[config.mk]
export PLATFORM = sky130hd
export DESIGN_NAME = bounded_ordered_list_engine
export DESIGN_NICKNAME = d
export VERILOG_FILES = /design/src/design/bole_pkg.sv /design/src/design/bounded_ordered_list_engine.sv /design/src/design/bole_cell.sv
export SDC_FILE = /design/constraint.sdc
export NUM_CORES = 1
export LEC_CHECK = 0
export BUFFER_PORTS_ARGS = -buffer_cell sky130_fd_sc_hd__buf_2
export CORE_MARGIN = 2
export CORE_UTILIZATION = 50
export DETAILED_ROUTE_END_ITERATION = 7
export HOLD_SLACK_MARGIN = 0.02
export PLACE_DENSITY = 0.76
export SLEW_MARGIN = 20
export SYNTH_ARGS = -nofsm -noshare
export SYNTH_HDL_FRONTEND = slang
export SYNTH_HIERARCHICAL = 1
export SYNTH_SLANG_ARGS = --single-unit
[constraint.sdc]
create_clock -name aclk -period 14.2 [get_ports aclk]
set_clock_uncertainty 0.1 [all_clocks]
set_input_delay 2.13 -clock aclk [delete_from_list [all_inputs] [get_ports aclk]]
set_output_delay 2.13 -clock aclk [all_outputs]
set_load 0.005 [all_outputs]
[src/design/bole_pkg.sv]
// Shared types and codes for the bounded ordered list engine.
// No dependencies; used by bole_cell and bounded_ordered_list_engine.
package bole_pkg;

    typedef enum logic [2:0] {
        OP_INS_HEAD = 3'd0,
        OP_INS_TAIL = 3'd1,
        OP_INS_KEY  = 3'd2,
        OP_DEL_HEAD = 3'd3,
        OP_DEL_TAIL = 3'd4,
        OP_DEL_KEY  = 3'd5
    } op_t;

    typedef enum logic [1:0] {
        ST_DONE      = 2'd0,
        ST_FULL      = 2'd1,
        ST_EMPTY     = 2'd2,
        ST_NOT_FOUND = 2'd3
    } status_t;

    // How a cell decides whether it is the position that the request targets.
    typedef enum logic [1:0] {
        SEL_HEAD     = 2'd0,
        SEL_TAIL_INS = 2'd1,
        SEL_TAIL_DEL = 2'd2,
        SEL_KEY      = 2'd3
    } sel_t;

    // Command broadcast to every cell of the row.
    typedef struct packed {
        logic insert;   // 1: shift up and place new word, 0: shift down
        sel_t sel;
    } cell_cmd_t;

endpackage

[src/design/bounded_ordered_list_engine.sv]
// Top level of the bounded ordered list engine: request decode, entry count,
// result register, and the row of bole_cell entries. Depends on bole_pkg.
//
// The engine keeps an ordered list of up to CAPACITY words of DATA_WIDTH bits
// in a row of cells, one entry per cell, plus an entry count. Each request
// item carries an operation (insert at head, insert at tail, insert before
// the first entry equal to match_key, delete at head, delete at tail, delete
// the first entry equal to match_key), and yields exactly one result item
// with a status (done, full, empty, key not found) and the count afterwards.
// Every cell compares its word against the key at once; the first hit is
// passed down the row as a "position already claimed" signal, and each cell
// then loads its left neighbor, its right neighbor, the new word, or keeps
// its own. A request is therefore finished in the cycle it is accepted: one
// item per clock is sustained while results are taken; results are registered.
// The request path is stalled only when the result register is full and not
// being taken. The key search ripples through the row, so the longest path
// grows with CAPACITY. Inputs wider than DATA_WIDTH are cut to their low
// DATA_WIDTH bits before storing or comparing; entry_count reports the low
// four bits of the count. Unused operation codes change nothing and report
// done.
module bounded_ordered_list_engine #(
    parameter int CAPACITY   = 8,
    parameter int DATA_WIDTH = 32
) (
    input  logic               aclk,
    input  logic               aresetn,
    input  logic               s_valid,
    output logic               s_ready,
    input  logic [2:0]         s_operation,
    input  logic signed [31:0] s_new_value,
    input  logic signed [31:0] s_match_key,
    output logic               m_valid,
    input  logic               m_ready,
    output logic [1:0]         m_status,
    output logic [3:0]         m_entry_count
);
    import bole_pkg::*;

    localparam int CNT_W = $clog2(CAPACITY + 1);

    logic [CNT_W-1:0]      count_reg;
    logic [CNT_W-1:0]      count_next;
    logic                  m_valid_reg;
    logic                  m_valid_next;
    status_t               m_status_reg;
    logic [3:0]            m_entry_count_reg;

    logic signed [63:0]    word_ext;
    logic signed [63:0]    key_ext;
    logic [DATA_WIDTH-1:0] word;
    logic [DATA_WIDTH-1:0] key;

    logic                  accept;
    logic                  found;
    status_t               status;
    logic                  change;
    logic                  commit;
    cell_cmd_t             cmd;
    logic [CNT_W+3:0]      count_wide;

    logic [DATA_WIDTH-1:0] cell_data [CAPACITY];
    logic                  after_chain [CAPACITY+1];

    // Signed inputs are sign-extended, then cut to the stored word width.
    assign word_ext = 64'(s_new_value);
    assign key_ext  = 64'(s_match_key);
    assign word     = word_ext[DATA_WIDTH-1:0];
    assign key      = key_ext[DATA_WIDTH-1:0];

    // The result register frees up in the same cycle it is taken.
    assign s_ready = !m_valid_reg || m_ready;
    assign accept  = s_valid && s_ready;

    // The last cell's chain output tells whether any held entry matched.
    assign found = after_chain[CAPACITY];

    // The cell command depends on the operation alone, so the search result
    // that comes back from the row never feeds into it.
    always_comb begin
        cmd.insert = 1'b1;
        cmd.sel    = SEL_HEAD;
        case (s_operation)
            OP_INS_HEAD: begin
                cmd.sel = SEL_HEAD;
            end
            OP_INS_TAIL: begin
                cmd.sel = SEL_TAIL_INS;
            end
            OP_INS_KEY: begin
                cmd.sel = SEL_KEY;
            end
            OP_DEL_HEAD: begin
                cmd.insert = 1'b0;
            end
            OP_DEL_TAIL: begin
                cmd.insert = 1'b0;
                cmd.sel    = SEL_TAIL_DEL;
            end
            OP_DEL_KEY: begin
                cmd.insert = 1'b0;
                cmd.sel    = SEL_KEY;
            end
            default: begin
                cmd.sel = SEL_HEAD;
            end
        endcase
    end

    // Decode the request: status and whether state moves.
    always_comb begin
        status     = ST_DONE;
        change     = 1'b0;
        count_next = count_reg;
        case (s_operation)
            OP_INS_HEAD, OP_INS_TAIL, OP_INS_KEY: begin
                if (count_reg == CNT_W'(CAPACITY)) begin
                    status = ST_FULL;
                end else if (cmd.sel == SEL_KEY && !found) begin
                    status = ST_NOT_FOUND;
                end else begin
                    change     = 1'b1;
                    count_next = count_reg + 1'b1;
                end
            end
            OP_DEL_HEAD, OP_DEL_TAIL, OP_DEL_KEY: begin
                if (count_reg == '0) begin
                    status = ST_EMPTY;
                end else if (cmd.sel == SEL_KEY && !found) begin
                    status = ST_NOT_FOUND;
                end else begin
                    change     = 1'b1;
                    count_next = count_reg - 1'b1;
                end
            end
            default: begin
                status = ST_DONE;
            end
        endcase
        commit = accept && change;
    end

    assign after_chain[0] = 1'b0;

    // The row of entries. Cell zero's left neighbor is never selected and is tied
    // to the new word; the last cell's right neighbor is tied to zero.
    for (genvar i = 0; i < CAPACITY; i++) begin : g_cell
        logic [DATA_WIDTH-1:0] left_data;
        logic [DATA_WIDTH-1:0] right_data;

        if (i == 0) begin : g_first
            assign left_data = word;
        end else begin : g_left
            assign left_data = cell_data[i-1];
        end

        if (i == CAPACITY - 1) begin : g_last
            assign right_data = '0;
        end else begin : g_right
            assign right_data = cell_data[i+1];
        end

        bole_cell #(
            .INDEX      (i),
            .DATA_WIDTH (DATA_WIDTH),
            .CNT_W      (CNT_W)
        ) u_cell (
            .aclk       (aclk),
            .cmd        (cmd),
            .commit     (commit),
            .count      (count_reg),
            .key        (key),
            .new_data   (word),
            .left_data  (left_data),
            .right_data (right_data),
            .after_in   (after_chain[i]),
            .after_out  (after_chain[i+1]),
            .data_out   (cell_data[i])
        );
    end

    assign count_wide = {4'b0000, count_next};

    always_comb begin
        m_valid_next = m_valid_reg;
        if (accept) begin
            m_valid_next = 1'b1;
        end else if (m_ready) begin
            m_valid_next = 1'b0;
        end
    end

    always_ff @(posedge aclk) begin
        if (!aresetn) begin
            count_reg   <= '0;
            m_valid_reg <= 1'b0;
        end else begin
            m_valid_reg <= m_valid_next;
            if (accept) begin
                count_reg <= count_next;
            end
        end
    end

    // Result payload needs no reset; it is qualified by m_valid.
    always_ff @(posedge aclk) begin
        if (accept) begin
            m_status_reg      <= status;
            m_entry_count_reg <= count_wide[3:0];
        end
    end

    assign m_valid       = m_valid_reg;
    assign m_status      = m_status_reg;
    assign m_entry_count = m_entry_count_reg;

endmodule

[src/design/bole_cell.sv]
// One entry of the list: stored word, key compare and shift selection.
// Depends on bole_pkg; instantiated in a row by bounded_ordered_list_engine.
module bole_cell #(
    parameter int INDEX      = 0,
    parameter int DATA_WIDTH = 32,
    parameter int CNT_W      = 4
) (
    input  logic                  aclk,
    input  bole_pkg::cell_cmd_t   cmd,
    input  logic                  commit,
    input  logic [CNT_W-1:0]      count,
    input  logic [DATA_WIDTH-1:0] key,
    input  logic [DATA_WIDTH-1:0] new_data,
    input  logic [DATA_WIDTH-1:0] left_data,
    input  logic [DATA_WIDTH-1:0] right_data,
    input  logic                  after_in,
    output logic                  after_out,
    output logic [DATA_WIDTH-1:0] data_out
);
    import bole_pkg::*;

    logic [DATA_WIDTH-1:0] data_reg;
    logic [DATA_WIDTH-1:0] data_next;
    logic                  held;
    logic                  at_pos;

    assign held = (count > CNT_W'(INDEX));

    always_comb begin
        case (cmd.sel)
            SEL_HEAD:     at_pos = (INDEX == 0);
            SEL_TAIL_INS: at_pos = (count == CNT_W'(INDEX));
            SEL_TAIL_DEL: at_pos = (count == CNT_W'(INDEX + 1));
            SEL_KEY:      at_pos = held && (data_reg == key) && !after_in;
            default:      at_pos = 1'b0;
        endcase
    end

    // The first matching cell claims the position; every later cell sees it.
    assign after_out = after_in | at_pos;

    always_comb begin
        data_next = data_reg;
        if (cmd.insert) begin
            if (at_pos) begin
                data_next = new_data;
            end else if (after_in) begin
                data_next = left_data;
            end
        end else if (at_pos || after_in) begin
            data_next = right_data;
        end
    end

    // The stored entries are updated only in a cycle that changes the list.
    always_ff @(posedge aclk) begin
        if (commit) begin
            data_reg <= data_next;
        end
    end

    assign data_out = data_reg;

endmodule
# Word level (Yosys, flattened, before mapping)
# Index checks and enable logic that the tools add are counted.
# Widths: inputs -> output; s select.
dict set report classes {
  bitwise_logic 7
  reduce_logical 57
  eq_ne 31
  add_sub_neg 2
  n_mux 55
  magnitude_cmp 8
}
# op count
set ops {}
lappend ops {{$mux 32} 31}
lappend ops {{$eq 32x32->1} 8}
lappend ops {{$pmux 1 s4} 8}
lappend ops {{$reduce_and 3->1} 7}
lappend ops {{$reduce_bool 3->1} 7}
lappend ops {{$logic_and 1x1->1} 18}
lappend ops {{$eq 4x3->1 const B} 4}
lappend ops {{$gt 4x3->1 const B} 4}
lappend ops {{$mux 4} 4}
lappend ops {{$ne 2x1->1 const B} 7}
lappend ops {{$logic_not 1->1} 9}
lappend ops {{$eq 4x2->1 const B} 2}
lappend ops {{$gt 4x1->1 const B} 2}
lappend ops {{$gt 4x2->1 const B} 2}
lappend ops {{$logic_or 1x1->1} 8}
lappend ops {{$pmux 4 s2} 1}
lappend ops {{$or 1x1->1} 7}
lappend ops {{$eq 3x2->1 const B} 2}
lappend ops {{$eq 3x3->1 const B} 2}
lappend ops {{$mux 2} 3}
lappend ops {{$pmux 2 s3} 1}
lappend ops {{$reduce_or 3->1} 2}
lappend ops {{$mux 1} 5}
lappend ops {{$add 4x1->4 const B} 1}
lappend ops {{14 further kinds} 15}
dict set report totals {
  input_bits 71
  regBits 267
}

# Longest topological paths before layout
# Gate-level depths: netlist of the first run.
dict set report depth {
  word_depth 40
  ltp_mapped 60
  depth_no_buf 43
}

# Modules after synthesis
# Netlist of the first run, hierarchy kept.
# mod area_each_um2 seq_area_each_um2 cells_each instances
set modules_own_cells {}
lappend modules_own_cells {{bole_cell at g_cell[0].u_cell} 3201.8 960.9 322 1}
lappend modules_own_cells {{bole_cell at g_cell[3].u_cell} 2855.2 960.9 274 1}
lappend modules_own_cells {{bole_cell at g_cell[7].u_cell} 2844.0 960.9 309 1}
lappend modules_own_cells {{bole_cell at g_cell[6].u_cell} 2741.4 960.9 277 1}
lappend modules_own_cells {{bole_cell at g_cell[2].u_cell} 2650.0 960.9 275 1}
lappend modules_own_cells {{bole_cell at g_cell[4].u_cell} 2647.5 960.9 277 1}
lappend modules_own_cells {{bole_cell at g_cell[5].u_cell} 2601.2 960.9 273 1}
lappend modules_own_cells {{bole_cell at g_cell[1].u_cell} 2600.0 960.9 273 1}
lappend modules_own_cells {bounded_ordered_list_engine 863.3 280.3 98 1}

# Least setup slack after synthesis of the first run
# Ideal clock, no wire load.
dict set report synth_timing {
  kind {input-to-reg}
  start {in s_operation[2]}
  end {reg g_cell[2].u_cell.data_reg[0], enable pin}
  arrival_time_ns 14.336
  required_time_ns 13.659
  stages 58
  setup_time_ns 0.441
  path_slack_ns -0.677
  cell_sequence {buf_4 -> or2b_1 -> o21ai_0 -> o22ai_2 -> buf_4 -> buf_2 -> or3_1 -> clkinv_2 -> nand3_1 -> or3_1 -> buf_2 -> buf_6 -> nand3_1 -> inv_1 -> nand3_1 -> or3_1 -> buf_6 -> buf_8 -> (+22 left out) -> nand3b_1 -> or4_1 -> clkbuf_1 -> or3_1 -> buf_2 -> buf_6 -> nand2_1 -> or4b_1 -> or2_1 -> buf_2 -> nor3_1 -> or3_1 -> o21bai_1 -> a22oi_1 -> o21ai_0 -> nor2_1 -> inv_1 -> a31oi_1}
}
# element line_no
set synth_lines {}
lappend synth_lines {{start, declared} bounded_ordered_list_engine.sv:29} ;# input logic [2:0] s_operation,
lappend synth_lines {{end signal, assigned} bole_cell.sv:58} ;# data_reg <= data_next;
lappend synth_lines {{end, declared} bole_cell.sv:22} ;# logic [DATA_WIDTH-1:0] data_reg;

==> flow_summary.ini, run 1 <==
[run_status]
status = completed

[critical_path]
crit_start = s_operation[2]
cp_data_required_time_ns = 14.27
path_max_fanout = 33
critPathArrivalTime_ns = 13.37
rr_worst_depth = 45
cp-endpoint = g_cell[4].u_cell/data_out[2]
crit_slowest_cell = a31oi_4
cp_common_cell = nand3_1
worstReg2RegStart = g_cell[0].u_cell/data_out[6]
crit_path_start_kind = input pin
reg2reg_to = g_cell[4].u_cell/data_out[2]
path_class = input pin to flip-flop
max_stage_delay_ns = 0.87
rrSetupSlack_ns = 2.44
cp-end-kind = flip-flop

[logic_synthesis]
netlist_area_sq_um = 23000
syn_area_per_cell_sq_um = 9.67
synthTopCellsByArea = edfxtp_1 34%, a211oi_2 9.3%, nand2b_1 7.3%, xor2_1 7.1%, nor4_1 6.4%
yosysTopAreaCell = edfxtp_1
netlist_instances = 2378
ys_types = 86
ys_seq_area_share_pct = 34.6
async_reset_ff_share_pct = 0
synth_top_area_share_pct = 34.2
synthTopCellsByCount = 270 x nand2b_1, 262 x edfxtp_1, 237 x nor4_1
ys.flop_type = edfxtp_1
ys_warn_count = 6
yosys.cell_count.top_type = nand2b_1
synth_edf_count = 262
ys_ff_latch = 267

[sta]
finalCritPeriodShare_pct = 93.6
rsz0062_at_grt = no
tns_ns = 0
whs_ns = 0.465
min_period_ns = 13.30
fmax_ghz = 0.0752
hold_violations = 0
slew_viol_final = 0
finalSetupViolCount = 0
maxSlewHeadroom_pct = 26.2
tightest_slew_ns = 1.10

[detailed_routing]
drtAntennaViolNets = 0
routed-via-count = 21149
first_pass_iters = 6
drc_errors = 0
finalWirelength_um = 82900
viasPerCell = 7.11
wire_per_inst_um = 27.9
drtIter0Drc = 3559

[cts]
postCtsSetupRepairBufs = 0
cts_tree = done
clk_pin_slew_worst_paths_ns = 0.06
cts_buffer_depth = 3
clkLatencyLatePin_ns = 0.56
cts-root-buf = clkbuf_16
cts_buffers = 34
cts.sinks = 267
cts_hold_buf = 0
cts_resized = 0
h-tree-depth = 2

[floorplanning]
die_area_sq_um = 47700
die_w_um = 218
coreArea_sq_um = 45400
num_rows = 78
die_h_um = 218
start_util_pct = 50.7
ios = 79

[place]
port_buffers = 78
gp_congestion = 1.09
post_dp_cell_area_sq_um = 23500
dpl.hpwl_um = 59300

[flow_run]
drv_cap = 0

[global_route]
grt_pass1_wl_um = 123000
grt_use_total_pct = 33.8
antenna_found_initial = 2
grt_pass1_vias = 19500
grt_overflow_total = 0
grt_max_degree = 196

[power]
ir_drop_mv = 0.0998
powerDensity_nw_per_um2 = 99.6
power_leakage_nw = 7.63

[worst_hold_path]
hold_path.class = flip-flop to flip-flop

[cells_and_area]
final_util_pct = 54.3
design_area_sq_um = 24600
area_growth_pct = 7.04
nets = 2424
largest_reg_flops = 256
drive_gt1_share_pct = 20.3
[stage by stage]
step,power [mW],instances,setup slack [ns]
after CTS,2.43,2968,0.931
after detailed placement,1.63,2911,0.404
after global routing,2.52,2973,0.226
final,2.45,2973,0.903
after floorplan,1.42,2412,0.319
after global placement,1.61,2909,0.606
[cells by family after synthesis]
logic type	after synthesis	share of synthesized area [%]
other	1	0.0163
xor gates and xnor gates	256	9.75
AOI/OAI and AO/OA	634	24.2
DFF	267	34.6
and+or+nand+nor	959	24.8
buffers and inverters	255	6.29
adders and majority gates	2	0.109
muxes	4	0.174
[where the power goes]
group | switching (mW) | internal, mW
Combinational | 0.368 | 0.232
Clock | 0.362 | 0.449
Sequential | 0.0768 | 0.964
Total | 0.807 | 1.65
[metal layers]
layer | GRT usage [%] | wire length, um | vias to the layer above
met5 | 0 | 0 | -
met4 | 15.9 | 4160 | 0
met3 | 5.47 | 10700 | 235
met2 | 50.0 | 35800 | 1576
met1 | 48.1 | 32200 | 10180
li1 | - | - | 9158
[how the worst min path moves through the flow]
stage	startpoint	to	slack [ns]	cells after the start
floorplan	m_valid	m_valid	0.44	2
global placement	m_valid	m_valid	0.41	2
detailed placement	m_valid	m_valid	0.46	2
CTS	m_valid	m_valid	0.47	2
global route	m_valid	m_valid	0.52	2
finish	m_valid	m_valid	0.47	2
[cell usage in the layout, fill, tap and decap left out, types with 35 or more instances in the layout]
| cell | synthesis | final |
|---|---|---|
| a211oi_1 | 88 | 88 |
| a211oi_2 | 171 | 171 |
| and3_1 | 39 | 39 |
| buf_2 | 24 | 78 |
| buf_4 | 5 | 53 |
| clkbuf_16 | 0 | 35 |
| conb_1 | 1 | 35 |
| edfxtp_1 | 262 | 262 |
| nand2_1 | 49 | 46 |
| nand2b_1 | 270 | 270 |
| nor2_1 | 205 | 205 |
| nor4_1 | 237 | 237 |
| o21ai_0 | 40 | 39 |
| o22ai_1 | 161 | 161 |
| xnor2_1 | 69 | 69 |
| xor2_1 | 187 | 187 |
[layout make-up]
class	instances	area, sq um
timing repair buffer	138	973
clock inverter	13	60.1
tap	600	751
antenna	1	2.50
inverter	20	77.6
fill	4054	20800
sequential	267	7970
multi-input combinational	1890	13900
clock buffer	44	910
[worst max-delay path, delay by kind of cell]
family / cells / cell delay, ns
buf+inv: 11 / 2.13
compound gates: 5 / 1.53
simple gates: 32 / 7.50
Power figures use the tool's default switching activity.
==> inputs of run 2 (changes only) <==
Settings changed: RECOVER_POWER from default to 100.
==> flow_summary.ini, run 2 (synthesis results as in run 1) <==
[critical_path]
cp_data_required_time_ns = 14.29
worstReg2RegStart = g_cell[0].u_cell/data_out[6]
critPathArrivalTime_ns = 13.40
crit_slowest_cell = nor2_1
reg2reg_to = g_cell[6].u_cell/data_out[30]
crit_path_start_kind = input pin
path_max_fanout = 33
cp-end-kind = flip-flop
rr_worst_depth = 46
max_stage_delay_ns = 0.78
rrSetupSlack_ns = 2.39
cp_common_cell = nand3_1
path_class = input pin to flip-flop

[cells_and_area]
drive_gt1_share_pct = 12.8
final-seq-area_sq_um = 7970
area_growth_pct = 2.82
final_common_cell = nand2b_1
largest_reg_flops = 256
n_fill_cell = 4214
multi_input_area_sq_um = 13000
layout_common_cells = 270 x nand2b_1, 262 x edfxtp_1, 260 x nor4_1
nets = 2424
stdcell_count = 2973

[detailed_routing]
first_pass_iters = 7
viasPerCell = 7.12
routed-via-count = 21169
drc_errors = 0
drtAntennaViolNets = 0
finalWirelength_um = 83700
drtIter0Drc = 3592
wire_per_inst_um = 28.1

[cts]
cts_buffers = 34
cts_tree = done
cts-root-buf = clkbuf_16
h-tree-depth = 2
cts_resized = 0
cts.sinks = 267
postCtsSetupRepairBufs = 0
cts_hold_buf = 0
cts_buffer_depth = 3
clkLatencyLatePin_ns = 0.56
clk_pin_slew_worst_paths_ns = 0.05

[power]
ir_drop_mv = 0.102
power_leakage_nw = 7.33
powerDensity_nw_per_um2 = 103

[floorplanning]
die_h_um = 218
start_util_pct = 50.7
die_area_sq_um = 47700
coreArea_sq_um = 45400
die_w_um = 218
num_rows = 78
ios = 79

[worst_hold_path]
hold_path.startpoint = m_valid
hold_depth = 2
whs_endpoint = m_valid
hold_path.class = flip-flop to flip-flop

[global_route]
antenna_found_initial = 2
grt_pass1_wl_um = 123000
grt_use_total_pct = 33.8
grt_max_degree = 196
grt_overflow_total = 0
grt_pass1_vias = 19500

[place]
dp.cells = 2911
port_buffers = 78
dpl.hpwl_um = 59300
gp_congestion = 1.09

[sta]
tightest_slew_ns = 4.27
min_period_ns = 13.32
fmax_ghz = 0.0751
rsz0062_at_grt = no
finalSetupViolCount = 0
hold_violations = 0
slew_viol_final = 361
maxSlewHeadroom_pct = -185
tns_ns = 0
finalCritPeriodShare_pct = 93.8

[run_status]
violations = max-capacitance violations, max-slew violations
status = finished with violations

[flow_run]
drv_cap = 8
## run 2: cell count changes in the layout (fill, tap and decap cells not counted), moves of 8 or more
cell,delta
a211oi_1,+119
a211oi_2,-119
nor4_1,+23
nor4_2,-22
o211ai_1,+21
o211ai_2,-21
clkbuf_1,+10
buf_4,-8
## run 2: how the worst max path moves through the flow
stage / end / from / cells after the start / slack, ns
floorplan: g_cell[2].u_cell/data_out[0] / s_operation[2] / 58 / 0.32
global placement: g_cell[5].u_cell/data_out[8] / s_operation[2] / 48 / 0.61
detailed placement: g_cell[1].u_cell/data_out[6] / s_operation[2] / 48 / 0.40
CTS: g_cell[1].u_cell/data_out[1] / s_operation[2] / 48 / 0.93
global route: g_cell[5].u_cell/data_out[2] / s_operation[2] / 49 / 0.19
finish: g_cell[6].u_cell/data_out[30] / s_operation[2] / 49 / 0.88
## run 2: worst max-delay path: cells and delay by family
kind / cells / cell delay (ns)
compound gates: 5 / 1.20
buf+inv: 12 / 2.58
simple gates: 32 / 7.44
## run 2: stage by stage
step	hold slack (ns)	worst slack (ns)	power [mW]	area, sq um	util [%]
final	0.468	0.883	2.43	23700	52.1
after global routing	0.533	0.189	2.49	23700	52.1
after CTS	0.465	0.931	2.43	24500	54.0
after detailed placement	0.457	0.404	1.63	23500	51.9
after global placement	0.411	0.606	1.61	23500	51.7
after floorplan	0.445	0.319	1.42	23200	-
## run 2: where the power goes
| part | internal [mW] | switching [mW] |
|---|---|---|
| Clock | 0.449 | 0.363 |
| Sequential | 0.965 | 0.0772 |
| Combinational | 0.213 | 0.357 |
## run 2: layout make-up
type	instances	area share, %
multi-input combinational	1890	54.8
sequential	267	33.7
timing repair buffer	138	3.88
clock buffer	44	3.85
tap	600	3.17
inverter	20	0.328
clock inverter	13	0.254
antenna	1	0.0106
## run 2: metal layers
metal  vias to the layer above  GRT usage [%]  share of wire (%)
met1                     10199           48.1                 39
li1                       9142              -                  -
met2                      1616           50.0                 43
met3                       212           5.47                 13
met4                         0           15.9                5.1
met5                         -              0                  0
